<file path="src/rtl/core/i2cbbw_pkg.sv">
// Package for the write-only I2C bit-bang master: request codes, line actions,
// controller/datapath command and status structs, and the phase sequence decoder.
// No dependencies.
package i2cbbw_pkg;

  localparam int unsigned PHASE_W    = 16;
  localparam int unsigned CFG_IDX_W  = 1;
  localparam int unsigned CFG_DATA_W = 16;
  localparam int unsigned MSB_IDX    = 7;
  localparam int unsigned BIT_CNT_W  = 4;
  localparam int unsigned STEP_W     = 2;

  // Bit count value that selects the acknowledge slot after the eight data bits.
  localparam logic [BIT_CNT_W-1:0] ACK_BIT = 4'd8;

  localparam logic [CFG_IDX_W-1:0] CFG_BUS_ENABLE   = 1'b0;
  localparam logic [CFG_IDX_W-1:0] CFG_PHASE_CYCLES = 1'b1;

  localparam logic [PHASE_W-1:0] PHASE_CYCLES_RST = 16'd250;

  typedef enum logic [1:0] {
    REQ_START = 2'd0,
    REQ_WRITE = 2'd1,
    REQ_STOP  = 2'd2
  } req_t;

  typedef enum logic [2:0] {
    ACT_SCL_HI  = 3'd0,
    ACT_SCL_LO  = 3'd1,
    ACT_SDA_HI  = 3'd2,
    ACT_SDA_LO  = 3'd3,
    ACT_SDA_BIT = 3'd4
  } act_t;

  typedef struct packed {
    act_t act;
    logic last;
  } phase_op_t;

  typedef struct packed {
    logic       load;
    logic [7:0] data;
    logic       apply;
    act_t       act;
    logic       last;
    logic       hold_start;
    logic       hold_tick;
  } dp_cmd_t;

  typedef struct packed {
    logic bus_enable;
    logic hold_done;
    logic last;
  } dp_stat_t;

  // Line action and end marker for one phase of a request.
  function automatic phase_op_t phase_decode(req_t req, logic [STEP_W-1:0] step,
                                             logic [BIT_CNT_W-1:0] bit_idx);
    phase_op_t op;
    op.act  = ACT_SCL_HI;
    op.last = 1'b0;
    case (req)
      REQ_START: begin
        case (step)
          2'd0:    op.act = ACT_SCL_HI;
          2'd1:    op.act = ACT_SDA_HI;
          2'd2:    op.act = ACT_SDA_LO;
          default: begin
            op.act  = ACT_SCL_LO;
            op.last = 1'b1;
          end
        endcase
      end
      REQ_WRITE: begin
        case (step)
          2'd0:    op.act = (bit_idx < ACK_BIT) ? ACT_SDA_BIT : ACT_SDA_HI;
          2'd1:    op.act = ACT_SCL_HI;
          default: begin
            op.act  = ACT_SCL_LO;
            op.last = (bit_idx == ACK_BIT);
          end
        endcase
      end
      REQ_STOP: begin
        case (step)
          2'd0:    op.act = ACT_SDA_LO;
          2'd1:    op.act = ACT_SCL_HI;
          default: begin
            op.act  = ACT_SDA_HI;
            op.last = 1'b1;
          end
        endcase
      end
      default: begin
        op.act  = ACT_SCL_HI;
        op.last = 1'b1;
      end
    endcase
    return op;
  endfunction

endpackage

</file>
<file path="src/rtl/core/i2cbbw_req_if.sv">
// Request channel: valid/ready handshake with request type and data byte.
// Depends on nothing.
interface i2cbbw_req_if;
  logic       valid;
  logic       ready;
  logic [1:0] req_type;
  logic [7:0] data_byte;

  modport source (output valid, output req_type, output data_byte, input ready);
  modport sink   (input valid, input req_type, input data_byte, output ready);
endinterface

</file>
<file path="src/rtl/core/i2cbbw_phase_if.sv">
// Result channel: valid/ready handshake with one SCL/SDA phase word.
// Depends on nothing.
interface i2cbbw_phase_if;
  logic valid;
  logic ready;
  logic scl_release;
  logic sda_release;
  logic last_phase;

  modport source (output valid, output scl_release, output sda_release, output last_phase,
                  input ready);
  modport sink   (input valid, input scl_release, input sda_release, input last_phase,
                  output ready);
endinterface

</file>
<file path="src/rtl/core/i2c_bitbang_master_writer_core.sv">
// Top level of the write-only I2C bit-bang master: controller plus datapath.
// Depends on i2cbbw_pkg, i2cbbw_req_if, i2cbbw_phase_if, i2cbbw_ctrl, i2cbbw_dpath.
//
//   port       dir   handshake     word
//   in_req     sink  valid/ready   req_type[1:0], data_byte[7:0]
//   out_phase  src   valid/ready   scl_release, sda_release, last_phase
//   cfg_*      in    cfg_we        cfg_index[0], cfg_wdata[15:0]
//
// Each phase word is offered until out_phase.ready is high and then held by the hold counter,
// loaded from phase_cycles, before the next word is offered.
// A byte write is 27 phases; start is 4, stop is 3.
// One request is worked on at a time; in_req.ready is high only between requests.
// Dropped requests (bus disabled or unused code) are accepted and produce no word.
// Reset is synchronous: both lines released, bus enabled, phase_cycles = 250.
module i2c_bitbang_master_writer_core
  import i2cbbw_pkg::*;
(
  input  logic                  clk,
  input  logic                  rst_n,
  i2cbbw_req_if.sink            in_req,
  i2cbbw_phase_if.source        out_phase,
  input  logic                  cfg_we,
  input  logic [CFG_IDX_W-1:0]  cfg_index,
  input  logic [CFG_DATA_W-1:0] cfg_wdata
);

  dp_cmd_t  cmd;
  dp_stat_t stat;
  logic     in_ready;
  logic     out_valid;

  i2cbbw_ctrl u_ctrl (
    .clk          (clk),
    .rst_n        (rst_n),
    .in_valid     (in_req.valid),
    .in_req_type  (in_req.req_type),
    .in_data_byte (in_req.data_byte),
    .in_ready     (in_ready),
    .out_ready    (out_phase.ready),
    .out_valid    (out_valid),
    .stat         (stat),
    .cmd          (cmd)
  );

  i2cbbw_dpath u_dpath (
    .clk         (clk),
    .rst_n       (rst_n),
    .cfg_we      (cfg_we),
    .cfg_index   (cfg_index),
    .cfg_wdata   (cfg_wdata),
    .cmd         (cmd),
    .stat        (stat),
    .scl_release (out_phase.scl_release),
    .sda_release (out_phase.sda_release),
    .last_phase  (out_phase.last_phase)
  );

  assign in_req.ready    = in_ready;
  assign out_phase.valid = out_valid;

  // No word is offered while a new request can be taken.
  a_idle_no_word: assert property (@(posedge clk) disable iff (!rst_n)
    in_ready |-> !out_valid)
    else $error("phase word offered while idle");

  // A taken word is followed by a hold, during which no word is offered and no request is taken.
  a_hold_after_word: assert property (@(posedge clk) disable iff (!rst_n)
    (out_valid && out_phase.ready) |=> (!out_valid && !in_ready))
    else $error("no hold after phase word");

  // A request taken while the bus is disabled produces nothing.
  a_disabled_silent: assert property (@(posedge clk) disable iff (!rst_n)
    (in_ready && in_req.valid && !stat.bus_enable) |=> (in_ready && !out_valid))
    else $error("activity while bus disabled");

endmodule

</file>
<file path="src/rtl/core/i2cbbw_ctrl.sv">
// Sequencing controller: request handshake, phase counters and the idle/emit/hold FSM.
// Depends on i2cbbw_pkg.
module i2cbbw_ctrl
  import i2cbbw_pkg::*;
(
  input  logic       clk,
  input  logic       rst_n,
  input  logic       in_valid,
  input  logic [1:0] in_req_type,
  input  logic [7:0] in_data_byte,
  output logic       in_ready,
  input  logic       out_ready,
  output logic       out_valid,
  input  dp_stat_t   stat,
  output dp_cmd_t    cmd
);

  typedef enum logic [2:0] {
    ST_IDLE = 3'b001,
    ST_EMIT = 3'b010,
    ST_HOLD = 3'b100
  } state_t;

  state_t                 state_r, state_nxt;
  req_t                   req_r, req_nxt;
  logic [STEP_W-1:0]      step_r, step_nxt;
  logic [BIT_CNT_W-1:0]   bit_r, bit_nxt;

  req_t                   dec_req;
  logic [STEP_W-1:0]      dec_step;
  logic [BIT_CNT_W-1:0]   dec_bit;
  phase_op_t              op;
  logic                   go;
  logic                   apply;

  assign in_ready  = (state_r == ST_IDLE);
  assign out_valid = (state_r == ST_EMIT);

  // Requests with an unused code, or taken while the bus is off, are dropped here.
  assign go = in_ready && in_valid && stat.bus_enable &&
              (in_req_type inside {REQ_START, REQ_WRITE, REQ_STOP});

  assign apply = go || ((state_r == ST_HOLD) && stat.hold_done && !stat.last);

  always_comb begin
    if (state_r == ST_IDLE) begin
      dec_req  = req_t'(in_req_type);
      dec_step = '0;
      dec_bit  = '0;
    end else begin
      dec_req  = req_r;
      dec_step = step_r;
      dec_bit  = bit_r;
    end
  end

  assign op = phase_decode(dec_req, dec_step, dec_bit);

  always_comb begin
    req_nxt  = req_r;
    step_nxt = step_r;
    bit_nxt  = bit_r;
    if (apply) begin
      req_nxt = dec_req;
      if ((dec_req == REQ_WRITE) && (dec_step == 2'd2)) begin
        step_nxt = '0;
        bit_nxt  = dec_bit + 1'b1;
      end else begin
        step_nxt = dec_step + 1'b1;
        bit_nxt  = dec_bit;
      end
    end
  end

  always_comb begin
    state_nxt = state_r;
    case (state_r)
      ST_IDLE: begin
        if (go) state_nxt = ST_EMIT;
      end
      ST_EMIT: begin
        if (out_ready) state_nxt = ST_HOLD;
      end
      ST_HOLD: begin
        if (stat.hold_done) state_nxt = stat.last ? ST_IDLE : ST_EMIT;
      end
      default: state_nxt = ST_IDLE;
    endcase
  end

  always_comb begin
    cmd.load       = go;
    cmd.data       = in_data_byte;
    cmd.apply      = apply;
    cmd.act        = op.act;
    cmd.last       = op.last;
    cmd.hold_start = (state_r == ST_EMIT) && out_ready;
    cmd.hold_tick  = (state_r == ST_HOLD);
  end

  always_ff @(posedge clk) begin
    if (!rst_n) begin
      state_r <= ST_IDLE;
    end else begin
      state_r <= state_nxt;
    end
  end

  always_ff @(posedge clk) begin
    req_r  <= req_nxt;
    step_r <= step_nxt;
    bit_r  <= bit_nxt;
  end

endmodule

</file>
<file path="src/rtl/core/i2cbbw_dpath.sv">
// Datapath: configuration registers, SCL/SDA line registers, byte shifter and
// phase hold counter. Depends on i2cbbw_pkg.
module i2cbbw_dpath
  import i2cbbw_pkg::*;
(
  input  logic                  clk,
  input  logic                  rst_n,
  input  logic                  cfg_we,
  input  logic [CFG_IDX_W-1:0]  cfg_index,
  input  logic [CFG_DATA_W-1:0] cfg_wdata,
  input  dp_cmd_t               cmd,
  output dp_stat_t              stat,
  output logic                  scl_release,
  output logic                  sda_release,
  output logic                  last_phase
);

  logic               bus_en_r, bus_en_nxt;
  logic [PHASE_W-1:0] phase_cyc_r, phase_cyc_nxt;
  logic               scl_r, scl_nxt;
  logic               sda_r, sda_nxt;
  logic [7:0]         shift_r, shift_nxt;
  logic               last_r, last_nxt;
  logic [PHASE_W-1:0] cnt_r, cnt_nxt;

  logic [7:0]         shift_src;

  always_comb begin
    bus_en_nxt    = bus_en_r;
    phase_cyc_nxt = phase_cyc_r;
    if (cfg_we) begin
      case (cfg_index)
        CFG_BUS_ENABLE:   bus_en_nxt    = cfg_wdata[0];
        CFG_PHASE_CYCLES: phase_cyc_nxt = cfg_wdata[PHASE_W-1:0];
        default: ;
      endcase
    end
  end

  // A new byte is shifted out in the same cycle it is loaded.
  assign shift_src = cmd.load ? cmd.data : shift_r;

  always_comb begin
    scl_nxt   = scl_r;
    sda_nxt   = sda_r;
    shift_nxt = shift_r;
    last_nxt  = last_r;
    if (cmd.load) shift_nxt = cmd.data;
    if (cmd.apply) begin
      last_nxt = cmd.last;
      case (cmd.act)
        ACT_SCL_HI:  scl_nxt = 1'b1;
        ACT_SCL_LO:  scl_nxt = 1'b0;
        ACT_SDA_HI:  sda_nxt = 1'b1;
        ACT_SDA_LO:  sda_nxt = 1'b0;
        ACT_SDA_BIT: begin
          sda_nxt   = shift_src[MSB_IDX];
          shift_nxt = {shift_src[MSB_IDX-1:0], 1'b0};
        end
        default: ;
      endcase
    end
  end

  // The hold counter finishes at one, so a zero setting still gives a hold.
  always_comb begin
    cnt_nxt = cnt_r;
    if (cmd.hold_start) begin
      cnt_nxt = phase_cyc_r;
    end else if (cmd.hold_tick && (cnt_r != '0)) begin
      cnt_nxt = cnt_r - 1'b1;
    end
  end

  always_ff @(posedge clk) begin
    if (!rst_n) begin
      bus_en_r    <= 1'b1;
      phase_cyc_r <= PHASE_CYCLES_RST;
      scl_r       <= 1'b1;
      sda_r       <= 1'b1;
      shift_r     <= '0;
      last_r      <= 1'b0;
    end else begin
      bus_en_r    <= bus_en_nxt;
      phase_cyc_r <= phase_cyc_nxt;
      scl_r       <= scl_nxt;
      sda_r       <= sda_nxt;
      shift_r     <= shift_nxt;
      last_r      <= last_nxt;
    end
  end

  always_ff @(posedge clk) begin
    cnt_r <= cnt_nxt;
  end

  assign stat.bus_enable = bus_en_r;
  assign stat.hold_done  = (cnt_r[PHASE_W-1:1] == '0);
  assign stat.last       = last_r;

  assign scl_release = scl_r;
  assign sda_release = sda_r;
  assign last_phase  = last_r;

endmodule
</file>
<file path="src/flat_wrapper.sv">
// flat-port wrapper written by rule: the top's interface ports become plain ports
module i2c_bitbang_master_writer_core_flat import i2cbbw_pkg::*;
  (clk, rst_n, cfg_we, cfg_index, cfg_wdata, in_req_valid, in_req_req_type, in_req_data_byte, in_req_ready, out_phase_valid, out_phase_scl_release, out_phase_sda_release, out_phase_last_phase, out_phase_ready);
  i2cbbw_req_if in_req_i ();
  i2cbbw_phase_if out_phase_i ();
  input  logic clk;
  input  logic rst_n;
  input  logic cfg_we;
  input  logic [CFG_IDX_W-1:0] cfg_index;
  input  logic [CFG_DATA_W-1:0] cfg_wdata;
  input wire logic [$bits(in_req_i.valid)-1:0] in_req_valid;
  input wire logic [$bits(in_req_i.req_type)-1:0] in_req_req_type;
  input wire logic [$bits(in_req_i.data_byte)-1:0] in_req_data_byte;
  output wire logic [$bits(in_req_i.ready)-1:0] in_req_ready;
  output wire logic [$bits(out_phase_i.valid)-1:0] out_phase_valid;
  output wire logic [$bits(out_phase_i.scl_release)-1:0] out_phase_scl_release;
  output wire logic [$bits(out_phase_i.sda_release)-1:0] out_phase_sda_release;
  output wire logic [$bits(out_phase_i.last_phase)-1:0] out_phase_last_phase;
  input wire logic [$bits(out_phase_i.ready)-1:0] out_phase_ready;
  assign in_req_i.valid = in_req_valid;
  assign in_req_i.req_type = in_req_req_type;
  assign in_req_i.data_byte = in_req_data_byte;
  assign in_req_ready = in_req_i.ready;
  assign out_phase_valid = out_phase_i.valid;
  assign out_phase_scl_release = out_phase_i.scl_release;
  assign out_phase_sda_release = out_phase_i.sda_release;
  assign out_phase_last_phase = out_phase_i.last_phase;
  assign out_phase_i.ready = out_phase_ready;
  i2c_bitbang_master_writer_core u_core (.clk(clk), .rst_n(rst_n), .in_req(in_req_i), .out_phase(out_phase_i), .cfg_we(cfg_we), .cfg_index(cfg_index), .cfg_wdata(cfg_wdata));
endmodule
</file>
<file path="config.mk">
export PLATFORM = sky130hd
export DESIGN_NAME = i2c_bitbang_master_writer_core_flat
export DESIGN_NICKNAME = d
export VERILOG_FILES = /design/src/rtl/core/i2cbbw_pkg.sv /design/src/rtl/core/i2cbbw_req_if.sv /design/src/rtl/core/i2cbbw_phase_if.sv /design/src/rtl/core/i2c_bitbang_master_writer_core.sv /design/src/rtl/core/i2cbbw_ctrl.sv /design/src/rtl/core/i2cbbw_dpath.sv /design/src/flat_wrapper.sv
export SDC_FILE = /design/constraint.sdc
export NUM_CORES = 1
export LEC_CHECK = 0
export ABC_AREA = 1
export BUFFER_PORTS_ARGS = -buffer_cell sky130_fd_sc_hd__buf_2
export CAP_MARGIN = 30
export CORE_ASPECT_RATIO = 1.25
export CORE_MARGIN = 2
export CORE_UTILIZATION = 58
export CTS_CLUSTER_DIAMETER = 100
export DETAILED_ROUTE_END_ITERATION = 6
export PLACE_DENSITY = 0.8
export SLEW_MARGIN = 20
export SYNTH_ARGS = -nofsm -noshare
export SYNTH_HDL_FRONTEND = slang
export SYNTH_SLANG_ARGS = --single-unit
</file>
<file path="constraint.sdc">
create_clock -name clk -period 2.85 [get_ports clk]
set_input_delay 0.1425 -clock clk [delete_from_list [all_inputs] [get_ports clk]]
set_output_delay 0.1425 -clock clk [all_outputs]
set_load 0.05 [all_outputs]
</file>
==> summary.md <==
| Metric | Value |
|---|---|
| I/O Buffers | 36 |
| Initial Util | 59.47% |
| Post-Synth Simple-Gate Area | 28.49% |
| Crit Path Class | register to register |
| DRT Pass-1 Iters | 4 |
| Syn Area/Cell | a little over 8 um^2 |
| Vias | 2393 |
| Fmax achieved | 407.8 MHz |
| Vias in the first global route | around 2300 |
| CTS Sinks | 55 |
| Global-route wire length before repair | about 10 mm |
| Multiplexer share of the synthesized area | 2.353% |
| Static leakage | around 1.5 nW |
| Cell area after layout | between 0.003 and 0.004 mm^2 |
| Clk_skew | ~0.013 ns |
| Reg-to-reg slack, setup | 0.40 ns |
| Vias/cell | between 5 and 6 |
| DR WL/cell | roughly 12 um |
| Slew margin rel. | 55.95% |
| Setup repair after global routing missed its margin | no |
| Routability cong. | roughly 0.93 |
| Synthesis warning total | 0 |
| GRT Total Usage | roughly 22% |
| Most common cell after layout, fill and taps aside | nand2_1 |
| Post-synth top area share | 24.20% |
| Residual DRC count | 0 |
| Die ar. | around 0.0057 mm^2 |
| Adder-cell share of the synthesized area | a little under 3% |
| CTS Buffer Depth | 2 |
| Setup TNS | 0 ns |
| Clk slew on worst S/H paths | approximately 0.10 ns |
| Worst IR Drop VDD | approximately 0.00044 V |
| Pwr dens | around 530 mW/mm^2 |
| Minimum clock period | roughly 2.5 ns |
| Ant diodes | 0 |
| Seq/Total Area, Yosys | 45.04% |
| Detailed placement HPWL | about 4.2 mm |
| XOR/XNOR Fraction of Synth Area | approximately 2% |
| Hold Path Class | input port to register |
| Worst-skew pair later-pin latency | between 0.3 and 0.4 ns |
| Critical path data required time | between 2 and 3 ns |
| Layout cells sized above 1 | between 10% and 20% |
| Net count after synthesis | ~400 |
| Post-CTS Setup Inserts | 0 |
| Tcrit/Tclk final | 86.05% |
| DIE HEIGHT | ~84 um |
| Row count | 29 |
| Total power | 1.760 mW |
| Synth Register Bits | 55 |
| Status | completed |
| Residual antenna-violating net count after detailed routing | 0 |
| CP Max Fanout | 16 |
| Most frequent cells in the layout | nand2_1, nor2_1, buf_2 |
| Max-Cap Viols | 0 |
| Worst EP arrival | about 2.4 ns |
| CTS Hold Buffers Added | 0 |
| Initial antenna violation count | 0 |
| Complex-gate fraction of the synthesized area | between 10 and 15% |
| CTS-repair resized insts | 0 |
| Number of buffers created by CTS | 5 |
| Total congestion overflow | 0 |
| Placed cell count | between 400 and 500 |
| Core Util, Final | roughly two thirds |
| # IOs | 37 |
| DR iter-0 viols | 106 |
| Post-Route WL | 5.712 mm |
| Area grow syn2layout | 10.59% |
| Post-place instance area | around 0.0032 mm^2 |
| Non-Filler Instances | between 400 and 500 |
| Setup crit end kind | register |
| Die Width | just under 70 um |
| Pin count of the biggest net entering global routing | 31 |
| Measured slew at the worst slew-check pin | approximately 0.66 ns |
| Final hold vios | 0 |
| Fillers | a little over 400 |
| Final net count | roughly 430 |
| Yosys cell types | 41 |
| Setup-failing EPs final | 0 |
| Synth Cell Area | between 0.002 and 0.003 mm^2 |
| CTS tree | yes |
| Core Region | approximately 0.0050 mm^2 |
| H-Tree Depth | 2 |
| Slew Viols, Final | 0 |
| Root Driver | clkbuf_8 |
| Largest family of logic cells by synthesized area | simple AND/OR/NAND/NOR gates |
| Cell taking the most area after synthesis | edfxtp_1 |
| Mapped Cells | between 300 and 400 |
| Startpoint type of the worst setup path | register |
| Largest cells by area after synthesis | edfxtp_1, dfxtp_1, nand2_1, nor2_1, inv_1 |
worst paths after layout:
| path | startpoint | endpoint | depth (start not counted) |
|---|---|---|---|
| max | u_core.u_dpath.cnt_r[0]$_DFFE_PP_ | u_core.u_dpath.cnt_r[10]$_DFFE_PP_ | 7 |
| min reg2reg | u_core.u_dpath.scl_release$_SDFFE_PN1P_ | u_core.u_dpath.scl_release$_SDFFE_PN1P_ | 2 |
| max reg2reg | u_core.u_dpath.cnt_r[0]$_DFFE_PP_ | u_core.u_dpath.cnt_r[10]$_DFFE_PP_ | 7 |
| min | cfg_wdata[4] | u_core.u_dpath.phase_cyc_r[4]$_SDFFE_PN1P_ | 3 |
critical path: stages (launching register included):
cell,delay [ns]
edfxtp_1,0.43
inv_1,0.13
ha_1,0.20
nand3_1,0.18
nor4_1,0.40
nand2_1,0.14
o21ai_0,0.17
nand2_1,0.41
report_power, final:
part	total (mW)	switching [mW]	internal [mW]	leakage, nW
clock	0.469	0.241	0.228	0.0506
sequential	0.905	0.0261	0.879	0.475
combinational	0.386	0.253	0.132	0.959
state kept, by name (all words and copies together), names as in the netlist, 2 cells and up:
signal and count:
u_core.u_ctrl.req_r 2, u_core.u_dpath.phase_cyc_r 16, u_core.u_dpath.shift_r 8, u_core.u_ctrl.bit_r 4
u_core.u_ctrl.state_r 3, u_core.u_dpath.cnt_r 16, u_core.u_ctrl.step_r 2
synth_stat cells, drive strengths merged:
cell type and n:
nand2 77, nor2 63, inv 40, o21ai 36
dfxtp 31, edfxtp 24, nand3 23, a21oi 12
ha 7, mux2i 7, clkbuf 5, xor2 5
a31oi 4, buf 3, nand4 3, nor3 3
clkinv 2, nand3b 2, nor4 2, o211ai 2
xnor2 2, bufbuf 1, o21a 1, o22a 1
o31ai 1, or2 1
routing by layer:
metal  share of wire, %  wire length (um)  track usage, %  up-vias
met4                1.8               101           8.727        0
met2                 53              3021           39.19       48
li1                   -                 -               -     1245
met3                2.7               157           4.318        8
met5                  0                 0               0        -
met1                 43              2431           25.75     1092
logic make-up after synthesis:
kind of cell / Yosys count
buf+inv: 51
simple gates: 174
xor+xnor: 7
mux: 7
flops: 55
compound gates: 57
fa+ha+maj: 7
final cells by class:
cell class                      instances  area (um^2)  area share (%)
Timing Repair Buffer                   38        195.2           5.927
Clock buffer                            8        101.3           3.078
Inverter                               42        180.2           5.471
Sequential cell                        55         1341           40.73
Tap cell                               62        77.57           2.356
Multi-Input combinational cell        252         1398           42.44
through the flow:
stage | worst slack (ns) | hold WS (ns)
after global routing | 0.1677 | 0.02857
after CTS | 0.3961 | 0.02135
final | 0.3976 | 0.02713
after floorplan | 0.02806 | 0.2557
after detailed placement | 0.3877 | 0.3480
after global placement | 0.5481 | 0.3420
(Power assumes the default switching activity.)
